**config.mk**
```make
export PLATFORM = sky130hd
export DESIGN_NAME = trimmed_window_mean
export DESIGN_NICKNAME = d
export VERILOG_FILES = /design/src/hw/rtl/twm_pkg.sv /design/src/hw/rtl/twm_ring.sv /design/src/hw/rtl/twm_divider.sv /design/src/hw/rtl/trimmed_window_mean.sv
export SDC_FILE = /design/constraint.sdc
export NUM_CORES = 2
export LEC_CHECK = 0
export BUFFER_PORTS_ARGS = -buffer_cell sky130_fd_sc_hd__buf_2
export CAP_MARGIN = 20
export CELL_PAD_IN_SITES_DETAIL_PLACEMENT = 2
export CELL_PAD_IN_SITES_GLOBAL_PLACEMENT = 2
export CORE_ASPECT_RATIO = 0.5
export CORE_UTILIZATION = 45
export DETAILED_ROUTE_END_ITERATION = 10
export GPL_ROUTABILITY_DRIVEN = 1
export PLACE_DENSITY = 0.78
export RECOVER_POWER = 100
export REMOVE_ABC_BUFFERS = 1
export SLEW_MARGIN = 15
export SYNTH_ARGS = -nofsm -noshare
export SYNTH_HDL_FRONTEND = slang
export SYNTH_SLANG_ARGS = --single-unit
```
**constraint.sdc**
```tcl
create_clock -name clk -period 6.65 [get_ports clk]
set_input_delay 0.9975 -clock clk [delete_from_list [all_inputs] [get_ports clk]]
set_output_delay 0.9975 -clock clk [all_outputs]
set_load 0.02 [all_outputs]
```
**src/hw/rtl/twm_pkg.sv**
```systemverilog
`timescale 1ns / 1ps
// ----------------------------------------------------------------------------
// twm_pkg
// Shared types and constants for the trimmed window mean block.
// ----------------------------------------------------------------------------
package twm_pkg;

  localparam logic signed [31:0] SAMPLE_MIN = 32'sh8000_0000;
  localparam logic signed [31:0] SAMPLE_MAX = 32'sh7FFF_FFFF;
  localparam int                 WLEN_RESET = 16;
  localparam int                 CFG_W      = 7;
  localparam int                 MEAN_W     = 40;
  localparam int                 FRAC_W     = 8;

  typedef struct packed {
    logic signed [31:0] sample;
    logic               store;
    logic               restart;
  } item_t;

  typedef struct packed {
    logic signed [MEAN_W-1:0] mean_q8;
    logic signed [31:0]       highest;
    logic signed [31:0]       lowest;
    logic [CFG_W-1:0]         held_count;
  } result_t;

endpackage

```
**src/hw/rtl/twm_ring.sv**
```systemverilog
`timescale 1ns / 1ps
// ----------------------------------------------------------------------------
// twm_ring
// Sample ring storage: one write port, one registered read port.
// ----------------------------------------------------------------------------
module twm_ring #(
  parameter int DEPTH = 64,
  parameter int AW    = 6
) (
  input  logic               clk,
  input  logic               we,
  input  logic [AW-1:0]      waddr,
  input  logic signed [31:0] wdata,
  input  logic [AW-1:0]      raddr,
  output logic signed [31:0] rdata
);

  logic signed [31:0] mem [DEPTH];

  always_ff @(posedge clk) begin
    if (we) begin
      mem[waddr] <= wdata;
    end
    rdata <= mem[raddr];
  end

endmodule

```
**src/hw/rtl/twm_divider.sv**
```systemverilog
`timescale 1ns / 1ps
// ----------------------------------------------------------------------------
// twm_divider
// Restoring unsigned divider, one quotient bit per cycle.
// ----------------------------------------------------------------------------
module twm_divider #(
  parameter int DW = 47,
  parameter int VW = 7
) (
  input  logic          clk,
  input  logic          rst,
  input  logic          start,
  input  logic [DW-1:0] dividend,
  input  logic [VW-1:0] divisor,
  output logic          done,
  output logic [DW-1:0] quotient
);

  localparam int KW = $clog2(DW + 1);

  logic          busy;
  logic [KW-1:0] steps;
  logic [VW-1:0] rem;
  logic [VW-1:0] dvs;
  logic [DW-1:0] acc;
  logic [VW:0]   trial;
  logic          ge;

  assign trial    = {rem, acc[DW-1]};
  assign ge       = trial >= {1'b0, dvs};
  assign quotient = acc;

  always_ff @(posedge clk) begin
    if (rst) begin
      busy <= 1'b0;
      done <= 1'b0;
      steps <= '0;
    end else begin
      done <= 1'b0;
      if (start) begin
        busy  <= 1'b1;
        steps <= KW'(DW);
      end else if (busy) begin
        steps <= steps - 1'b1;
        if (steps == KW'(1)) begin
          busy <= 1'b0;
          done <= 1'b1;
        end
      end
    end
  end

  always_ff @(posedge clk) begin
    if (start) begin
      rem <= '0;
      dvs <= divisor;
      acc <= dividend;
    end else if (busy) begin
      // remainder stays below the divisor, so the low bits hold it
      rem <= ge ? VW'(trial - {1'b0, dvs}) : trial[VW-1:0];
      acc <= {acc[DW-2:0], ge};
    end
  end

endmodule

```
**src/hw/rtl/trimmed_window_mean.sv**
```systemverilog
`timescale 1ns / 1ps
// ----------------------------------------------------------------------------
// trimmed_window_mean
// Moving average over a ring of recent samples, dropping one max and one min.
// ----------------------------------------------------------------------------
// One item at a time. An accepted item updates the ring, then the sequencer
// walks the n held samples through the single ring read port, trims once three
// or more are held, and runs a serial divider that yields one quotient bit per
// cycle (33 + log2(WINDOW_MAX) + 8 bits, 47 at the default size) and hands the
// quotient over. item_stall stays high from the accepting edge until the
// result is placed in the output register. A finished result may wait there
// while the next item is already being worked on. Writing window_length
// (nonzero) empties the window; zero is ignored and values above WINDOW_MAX
// saturate.
// ----------------------------------------------------------------------------
module trimmed_window_mean #(
  parameter int WINDOW_MAX = 64
) (
  input  logic                        clk,
  input  logic                        rst,
  input  logic                        item_valid,
  output logic                        item_stall,
  input  twm_pkg::item_t              item,
  output logic                        result_valid,
  input  logic                        result_stall,
  output twm_pkg::result_t            result,
  input  logic                        cfg_we,
  input  logic [twm_pkg::CFG_W-1:0]   cfg_wdata
);

  localparam int LMAX = (WINDOW_MAX > twm_pkg::WLEN_RESET) ? WINDOW_MAX : twm_pkg::WLEN_RESET;
  localparam int CW   = $clog2(LMAX + 1);
  localparam int AW   = $clog2(WINDOW_MAX);
  localparam int SW   = 33 + $clog2(WINDOW_MAX);
  localparam int DW   = SW + twm_pkg::FRAC_W;
  localparam int MW   = twm_pkg::MEAN_W;

  localparam logic [2:0] S_IDLE = 3'd0;
  localparam logic [2:0] S_WALK = 3'd1;
  localparam logic [2:0] S_TRIM = 3'd2;
  localparam logic [2:0] S_PREP = 3'd3;
  localparam logic [2:0] S_DIV  = 3'd4;
  localparam logic [2:0] S_DONE = 3'd5;

  logic [2:0]           state;
  logic [CW-1:0]        wlen;
  logic [CW-1:0]        write_slot;
  logic [CW-1:0]        fill;
  logic [CW-1:0]        walk_idx;
  logic                 rd_pend;
  logic signed [SW-1:0] sum;
  logic signed [31:0]   hi;
  logic signed [31:0]   lo;
  logic signed [MW-1:0] mean;

  logic                 item_accept;
  logic [CW-1:0]        slot_eff;
  logic [CW-1:0]        fill_eff;
  logic [CW-1:0]        slot_inc;
  logic [CW-1:0]        walk_len;
  logic                 ring_we;
  logic signed [31:0]   rd_data;
  logic                 sum_neg;
  logic [SW-1:0]        sum_mag;
  logic [DW-1:0]        dividend;
  logic [CW-1:0]        divisor;
  logic                 div_start;
  logic                 div_done;
  logic [DW-1:0]        quotient;
  logic [MW-1:0]        q_low;

  assign item_stall  = (state != S_IDLE);
  assign item_accept = item_valid && !item_stall;

  // restart empties the window before the store
  assign slot_eff = item.restart ? '0 : write_slot;
  assign fill_eff = item.restart ? '0 : fill;
  assign slot_inc = slot_eff + 1'b1;
  assign ring_we  = item_accept && item.store && (slot_eff < CW'(WINDOW_MAX));

  assign walk_len = (fill > CW'(WINDOW_MAX)) ? CW'(WINDOW_MAX) : fill;

  assign sum_neg   = sum[SW-1];
  assign sum_mag   = sum_neg ? SW'(-sum) : SW'(sum);
  assign dividend  = {sum_mag, {twm_pkg::FRAC_W{1'b0}}};
  assign divisor   = (fill > CW'(2)) ? CW'(fill - CW'(2)) : fill;
  assign div_start = (state == S_PREP) && (fill != '0);
  assign q_low     = quotient[MW-1:0];

  twm_ring #(
    .DEPTH (WINDOW_MAX),
    .AW    (AW)
  ) u_ring (
    .clk   (clk),
    .we    (ring_we),
    .waddr (slot_eff[AW-1:0]),
    .wdata (item.sample),
    .raddr (walk_idx[AW-1:0]),
    .rdata (rd_data)
  );

  twm_divider #(
    .DW (DW),
    .VW (CW)
  ) u_div (
    .clk      (clk),
    .rst      (rst),
    .start    (div_start),
    .dividend (dividend),
    .divisor  (divisor),
    .done     (div_done),
    .quotient (quotient)
  );

  always_ff @(posedge clk) begin
    if (rst) begin
      state        <= S_IDLE;
      wlen         <= CW'(twm_pkg::WLEN_RESET);
      write_slot   <= '0;
      fill         <= '0;
      walk_idx     <= '0;
      rd_pend      <= 1'b0;
      result_valid <= 1'b0;
    end else begin
      if ((state == S_DONE) && (!result_valid || !result_stall)) begin
        result_valid <= 1'b1;
      end else if (result_valid && !result_stall) begin
        result_valid <= 1'b0;
      end

      if (cfg_we && (cfg_wdata != '0)) begin
        if (32'(cfg_wdata) > 32'(WINDOW_MAX)) begin
          wlen <= CW'(WINDOW_MAX);
        end else begin
          wlen <= CW'(cfg_wdata);
        end
        write_slot <= '0;
        fill       <= '0;
      end

      case (state)
        S_IDLE: begin
          if (item_accept) begin
            if (item.store) begin
              fill       <= (fill_eff < wlen) ? CW'(fill_eff + 1'b1) : fill_eff;
              write_slot <= (slot_inc >= wlen) ? '0 : slot_inc;
            end else begin
              fill       <= fill_eff;
              write_slot <= slot_eff;
            end
            walk_idx <= '0;
            rd_pend  <= 1'b0;
            state    <= S_WALK;
          end
        end
        S_WALK: begin
          // ring read data is registered, so it lags the address
          rd_pend <= (walk_idx < walk_len);
          if (walk_idx < walk_len) begin
            walk_idx <= walk_idx + 1'b1;
          end else if (!rd_pend) begin
            state <= S_TRIM;
          end
        end
        S_TRIM: begin
          state <= S_PREP;
        end
        S_PREP: begin
          state <= (fill != '0) ? S_DIV : S_DONE;
        end
        S_DIV: begin
          if (div_done) begin
            state <= S_DONE;
          end
        end
        S_DONE: begin
          if (!result_valid || !result_stall) begin
            state <= S_IDLE;
          end
        end
        default: begin
          state <= S_IDLE;
        end
      endcase
    end
  end

  always_ff @(posedge clk) begin
    case (state)
      S_IDLE: begin
        sum  <= '0;
        hi   <= twm_pkg::SAMPLE_MIN;
        lo   <= twm_pkg::SAMPLE_MAX;
        mean <= '0;
      end
      S_WALK: begin
        if (rd_pend) begin
          sum <= sum + SW'(rd_data);
          if (rd_data > hi) begin
            hi <= rd_data;
          end
          if (rd_data < lo) begin
            lo <= rd_data;
          end
        end
      end
      S_TRIM: begin
        if (fill > CW'(2)) begin
          sum <= sum - SW'(hi) - SW'(lo);
        end
      end
      S_DIV: begin
        if (div_done) begin
          mean <= sum_neg ? MW'(-q_low) : MW'(q_low);
        end
      end
      S_DONE: begin
        if (!result_valid || !result_stall) begin
          result.mean_q8    <= mean;
          result.highest    <= hi;
          result.lowest     <= lo;
          result.held_count <= twm_pkg::CFG_W'(fill);
        end
      end
      default: begin
      end
    endcase
  end

  a_fill_bound: assert property (@(posedge clk) disable iff (rst)
    fill <= wlen)
    else $error("held count above window length");

  a_slot_bound: assert property (@(posedge clk) disable iff (rst)
    write_slot < wlen)
    else $error("write slot outside window");

  a_accept_walk: assert property (@(posedge clk) disable iff (rst)
    item_accept |=> (state == S_WALK))
    else $error("accepted beat did not start the walk");

  a_div_done_state: assert property (@(posedge clk) disable iff (rst)
    div_done |-> (state == S_DIV))
    else $error("divider finished outside divide phase");

  a_result_hold: assert property (@(posedge clk) disable iff (rst)
    (result_valid && result_stall) |=> result_valid && $stable(result))
    else $error("stalled result beat changed");

endmodule

```
==> results.cfg, run 1 <==
[run_status]
flow.stopped_at = detailed placement (3_5_place_dp)
outcome = aborted with a tool error
flow.first_error = [ERROR DPL-0033] detailed placement checks failed during check placement.

[synth]
total_of_flip_flops_plus_latches_after_synthesis = 2436
ys_dominant_reg_cell = sky130_fd_sc_hd__edfxtp_1
edff_count_synth = 2348
post_synth.cell_area_avg_um2 = 19.85
yosysSeqAreaShare = 0.7234
synth.cell_area_um2 = 99900
async_reset_ff_frac = 0
synthesis.instances = 5033
synth_top_cells_by_area = sky130_fd_sc_hd__edfxtp_1, sky130_fd_sc_hd__mux4_2, sky130_fd_sc_hd__ha_1, sky130_fd_sc_hd__dfxtp_1, sky130_fd_sc_hd__xor2_1
yosys.area.top_type_share = 0.7058
yosysTopAreaCell = sky130_fd_sc_hd__edfxtp_1
synth-warning-count = 0
ys_types = 69

[floorplan]
initial_utilization = 0.4560
core.rowCount = 121
chipHeight_um = 335.2
pin_count = 159
die_w_um = 668.3

[place]
place.port_buffers = 158
routabilityCongestion = 0.8538
dp_hpwl_um = 224600
==> Yosys cell counts (7+ instances only) <==
library cell / instances
sky130_fd_sc_hd__nand3_1: 82
sky130_fd_sc_hd__a21o_1: 70
sky130_fd_sc_hd__o21a_1: 11
sky130_fd_sc_hd__or3_1: 23
sky130_fd_sc_hd__nand2_1: 112
sky130_fd_sc_hd__edfxtp_1: 2348
sky130_fd_sc_hd__a21boi_0: 7
sky130_fd_sc_hd__o21ai_0: 131
sky130_fd_sc_hd__nand2b_1: 62
sky130_fd_sc_hd__xnor2_1: 56
sky130_fd_sc_hd__or4_1: 8
sky130_fd_sc_hd__o21bai_1: 13
sky130_fd_sc_hd__mux2i_1: 12
sky130_fd_sc_hd__dfxtp_1: 88
sky130_fd_sc_hd__a21oi_1: 120
sky130_fd_sc_hd__o31ai_1: 20
sky130_fd_sc_hd__ha_1: 177
sky130_fd_sc_hd__mux4_2: 672
sky130_fd_sc_hd__o41ai_1: 12
sky130_fd_sc_hd__a31oi_1: 13
sky130_fd_sc_hd__nor4_1: 7
sky130_fd_sc_hd__inv_1: 122
sky130_fd_sc_hd__clkbuf_1: 174
sky130_fd_sc_hd__buf_1: 55
sky130_fd_sc_hd__nor2_1: 203
sky130_fd_sc_hd__a211oi_1: 17
sky130_fd_sc_hd__a22o_1: 7
sky130_fd_sc_hd__or2_2: 7
sky130_fd_sc_hd__and3_1: 40
sky130_fd_sc_hd__nor3_1: 30
sky130_fd_sc_hd__nor2b_1: 33
sky130_fd_sc_hd__o22ai_1: 35
sky130_fd_sc_hd__o211ai_1: 9
sky130_fd_sc_hd__fa_1: 40
sky130_fd_sc_hd__xor2_1: 113
sky130_fd_sc_hd__nand4_1: 30
==> metrics by stage <==
| stage | cells | setup WS (ns) | area, µm² |
|---|---|---|---|
| 3_3_place_gp | 7996 | 2.144 | 104800 |
| 2_1_floorplan | 4801 | -16.27 | 99030 |
==> logic make-up after synthesis <==
kind of cell,Yosys count,synth area share
flip-flops,2436,0.7234
AND/OR/NAND/NOR,670,0.03387
XOR/XNOR,169,0.01482
AO/OA/AOI/OAI,503,0.03171
adder cells (fa/ha/maj),217,0.03018
buffers and inverters,354,0.01334
multiplexers,684,0.1527
==> run 2, diff against run 1 <==
- CELL_PAD_IN_SITES_DETAIL_PLACEMENT: 2 -> not set
- CELL_PAD_IN_SITES_GLOBAL_PLACEMENT: 2 -> not set
- CORE_ASPECT_RATIO: 0.5 -> not set
- CORE_UTILIZATION: 45 -> 40
- PLACE_DENSITY: 0.78 -> not set
- PLACE_DENSITY_LB_ADDON: not set -> 0.15
- clock period: 6.65 -> 8.6 ns (I/O delays scaled with it)
==> results.cfg, run 2 <==
[run_status]
outcome = complete, but fails checks
failed_checks = capacitance limit, slew limit

[cells_and_area]
post_route_cells_drive_above_1_share = 0.2050
utilization = 0.4557
largest_register_ff_count = 2048
most_used_cells_in_the_layout_excluding_fill_and_tap_cells = sky130_fd_sc_hd__edfxtp_1, sky130_fd_sc_hd__mux4_2, sky130_fd_sc_hd__clkbuf_1
final_net_count = 5640
area_delta_synth_final_pct = 13.32
mostFrequentLayoutCell = sky130_fd_sc_hd__edfxtp_1
largest-register = u_ring.mem

[setup_path]
cp-end-kind = flip-flop
timing.critical_path.required_ns = 9.07
slowest_delay_ns = 1.71
critical_path_class = flip-flop to flip-flop
worstSetupStartpointType = flip-flop
worstPathArrival_ns = 6.96
worst-path-max-fanout = 24
critical_path.top_delay_family = buffers and inverters
timing.critical_path.buf_inv = 4
worstRegToRegCells = 9
cp_slowest_cell = sky130_fd_sc_hd__clkbuf_1
timing.critical_path.depth = 9
timing.critical_path.cells = nor3_1 -> inv_1 -> nor2_1 -> nand4_1 -> inv_1 -> nand2_1 -> clkbuf_1 -> nor2_1 -> clkbuf_1

[synth]
ys_types = 69
async_reset_ff_frac = 0
synthMostInstantiatedCell = sky130_fd_sc_hd__edfxtp_1
ys_dominant_reg_cell = sky130_fd_sc_hd__edfxtp_1
yosys.area.top_type_share = 0.7058
synth.cell_area_um2 = 99900
post_synth.cell_area_avg_um2 = 19.85
synth_commonest_cells = sky130_fd_sc_hd__edfxtp_1, sky130_fd_sc_hd__mux4_2, sky130_fd_sc_hd__nor2_1
total_of_flip_flops_plus_latches_after_synthesis = 2436
synthesis.instances = 5033
yosysTopAreaCell = sky130_fd_sc_hd__edfxtp_1
synth_top_cells_by_area = sky130_fd_sc_hd__edfxtp_1, sky130_fd_sc_hd__mux4_2, sky130_fd_sc_hd__ha_1, sky130_fd_sc_hd__dfxtp_1, sky130_fd_sc_hd__xor2_1
edff_count_synth = 2348
synth-warning-count = 0
yosysSeqAreaShare = 0.7234

[power_and_ir_drop]
clock_power_share = 0.362
total_power_mw = 30.37
power_frac_seq = 0.462
total_leakage_power_nw = 35.30
vdd_drop_max_mv = 0.2164
power-per-cell-area_nw_per_um2 = 268.2
power.switching_fraction = 0.2711
combPwrFrac = 0.176
internal_power_mw = 22.13
net_switching_power_mw = 8.231

[min_path]
worstHoldPathType = flip-flop to flip-flop
worstHoldPathCells = 0

[routing]
routed-via-count = 49360
drcViolationCount = 0
ant_nets = 0
totalWireLength_um = 246000
drt_iter0_drc = 4217
mean_routed_wirelength_per_cell_um = 27.62
detail_route.first_pass.iterations = 5
detail_route.vias_per_cell = 5.542

[floorplan]
chipHeight_um = 501.8
area_of_the_core_um2 = 248400
core.rowCount = 183
fp.dieArea_um2 = 251800
die_w_um = 501.8
initial_utilization = 0.4021
pin_count = 159

[grt]
overflow = 0
grt_max_degree = 110
antenna_found_initial = 17
grt.total_usage = 0.1959
grt_pass1_wl_um = 357500
grt_pass1_vias = 50960

[clocking]
clk_pin_slew_worst_paths_ns = 0.06
clock_path_buffers = 4
cts-resized-gates = 0
cts.sinks = 2436
htreeDepth = 5
worstSkewPairLatency_ns = 0.93
cts_inserted_buffers = 279
cts-hold-fix-buffers = 0
clock-root-buffer = sky130_fd_sc_hd__clkbuf_16
post_cts_buffers = 0
cts_tree = built

[sta]
finalHoldWorstSlack_ns = 0.4084
relSlewSlack = -1.304
setup_violations = 0
drv_slew = 4140
finalHoldViolCount = 0
worst_slew_pin_slew_ns = 3.456
fin_crit_ns = 6.482
max_clock_freq_ghz = 0.1543
rsz0062_at_grt = false
skew_ns = 0.07245
min_period_over_period = 0.7537

[place]
routabilityCongestion = 0.8078
place.port_buffers = 158
dp_hpwl_um = 147400

[flow_run]
cap_violations = 110
run 2: per-stage QoR:
stage	setup WS (ns)	cells	area [µm²]	TNS, ns
after floorplan	-14.32	4801	99030	-585.35
after global placement	3.534	8402	105500	0
after detailed placement	3.637	8409	105600	0
after CTS	3.612	8884	114000	0
after global routing	1.750	8902	113200	0
final	2.118	8905	113200	0
run 2: final cells by class:
cell class / instances / area [µm²]
diodes: 4 / 10.01
clock buffers: 352 / 7392
clock inverters: 123 / 934.6
fillers: 21080 / 135200
inverters: 122 / 457.9
multi-input cells: 2243 / 26600
flip-flops and latches: 2436 / 72290
well taps: 3330 / 4167
repair buffers: 295 / 1359
run 2: logic make-up after synthesis:
kind of cell,synth area share
AO/OA/AOI/OAI,0.03171
XOR/XNOR,0.01482
adder cells (fa/ha/maj),0.03018
buffers and inverters,0.01334
flip-flops,0.7234
multiplexers,0.1527
AND/OR/NAND/NOR,0.03387
run 2: power groups by stage:
stage / combinational [mW] / clock, mW / sequential, mW
2_1_floorplan: 4.01 / 0 / 14.1
3_3_place_gp: 5.35 / 0 / 14.2
3_5_place_dp: 5.36 / 0 / 14.2
4_1_cts: 5.40 / 11.3 / 14.0
5_1_grt: 5.95 / 11.7 / 14.1
6_report: 5.35 / 11.0 / 14.0
run 2: path summary, 6_finish.rpt:
kind / endpoint / start / slack (ns)
min reg2reg: result[110] / mean[39] / 0.41
max: u_ring.mem[13][28] / state[2] / 2.12
max reg2reg: u_ring.mem[13][28] / state[2] / 2.12
min: result[110] / mean[39] / 0.41
run 2: layer usage:
layer / vias to the layer above / global-route usage / part of all wire
met5: - / 0 / 0.000045
met4: 2 / 0.04499 / 0.018
met3: 314 / 0.03379 / 0.052
met2: 1311 / 0.3186 / 0.48
met1: 26340 / 0.2751 / 0.45
li1: 21380 / - / -
Note: power is estimated with default switching activity, not from simulation.
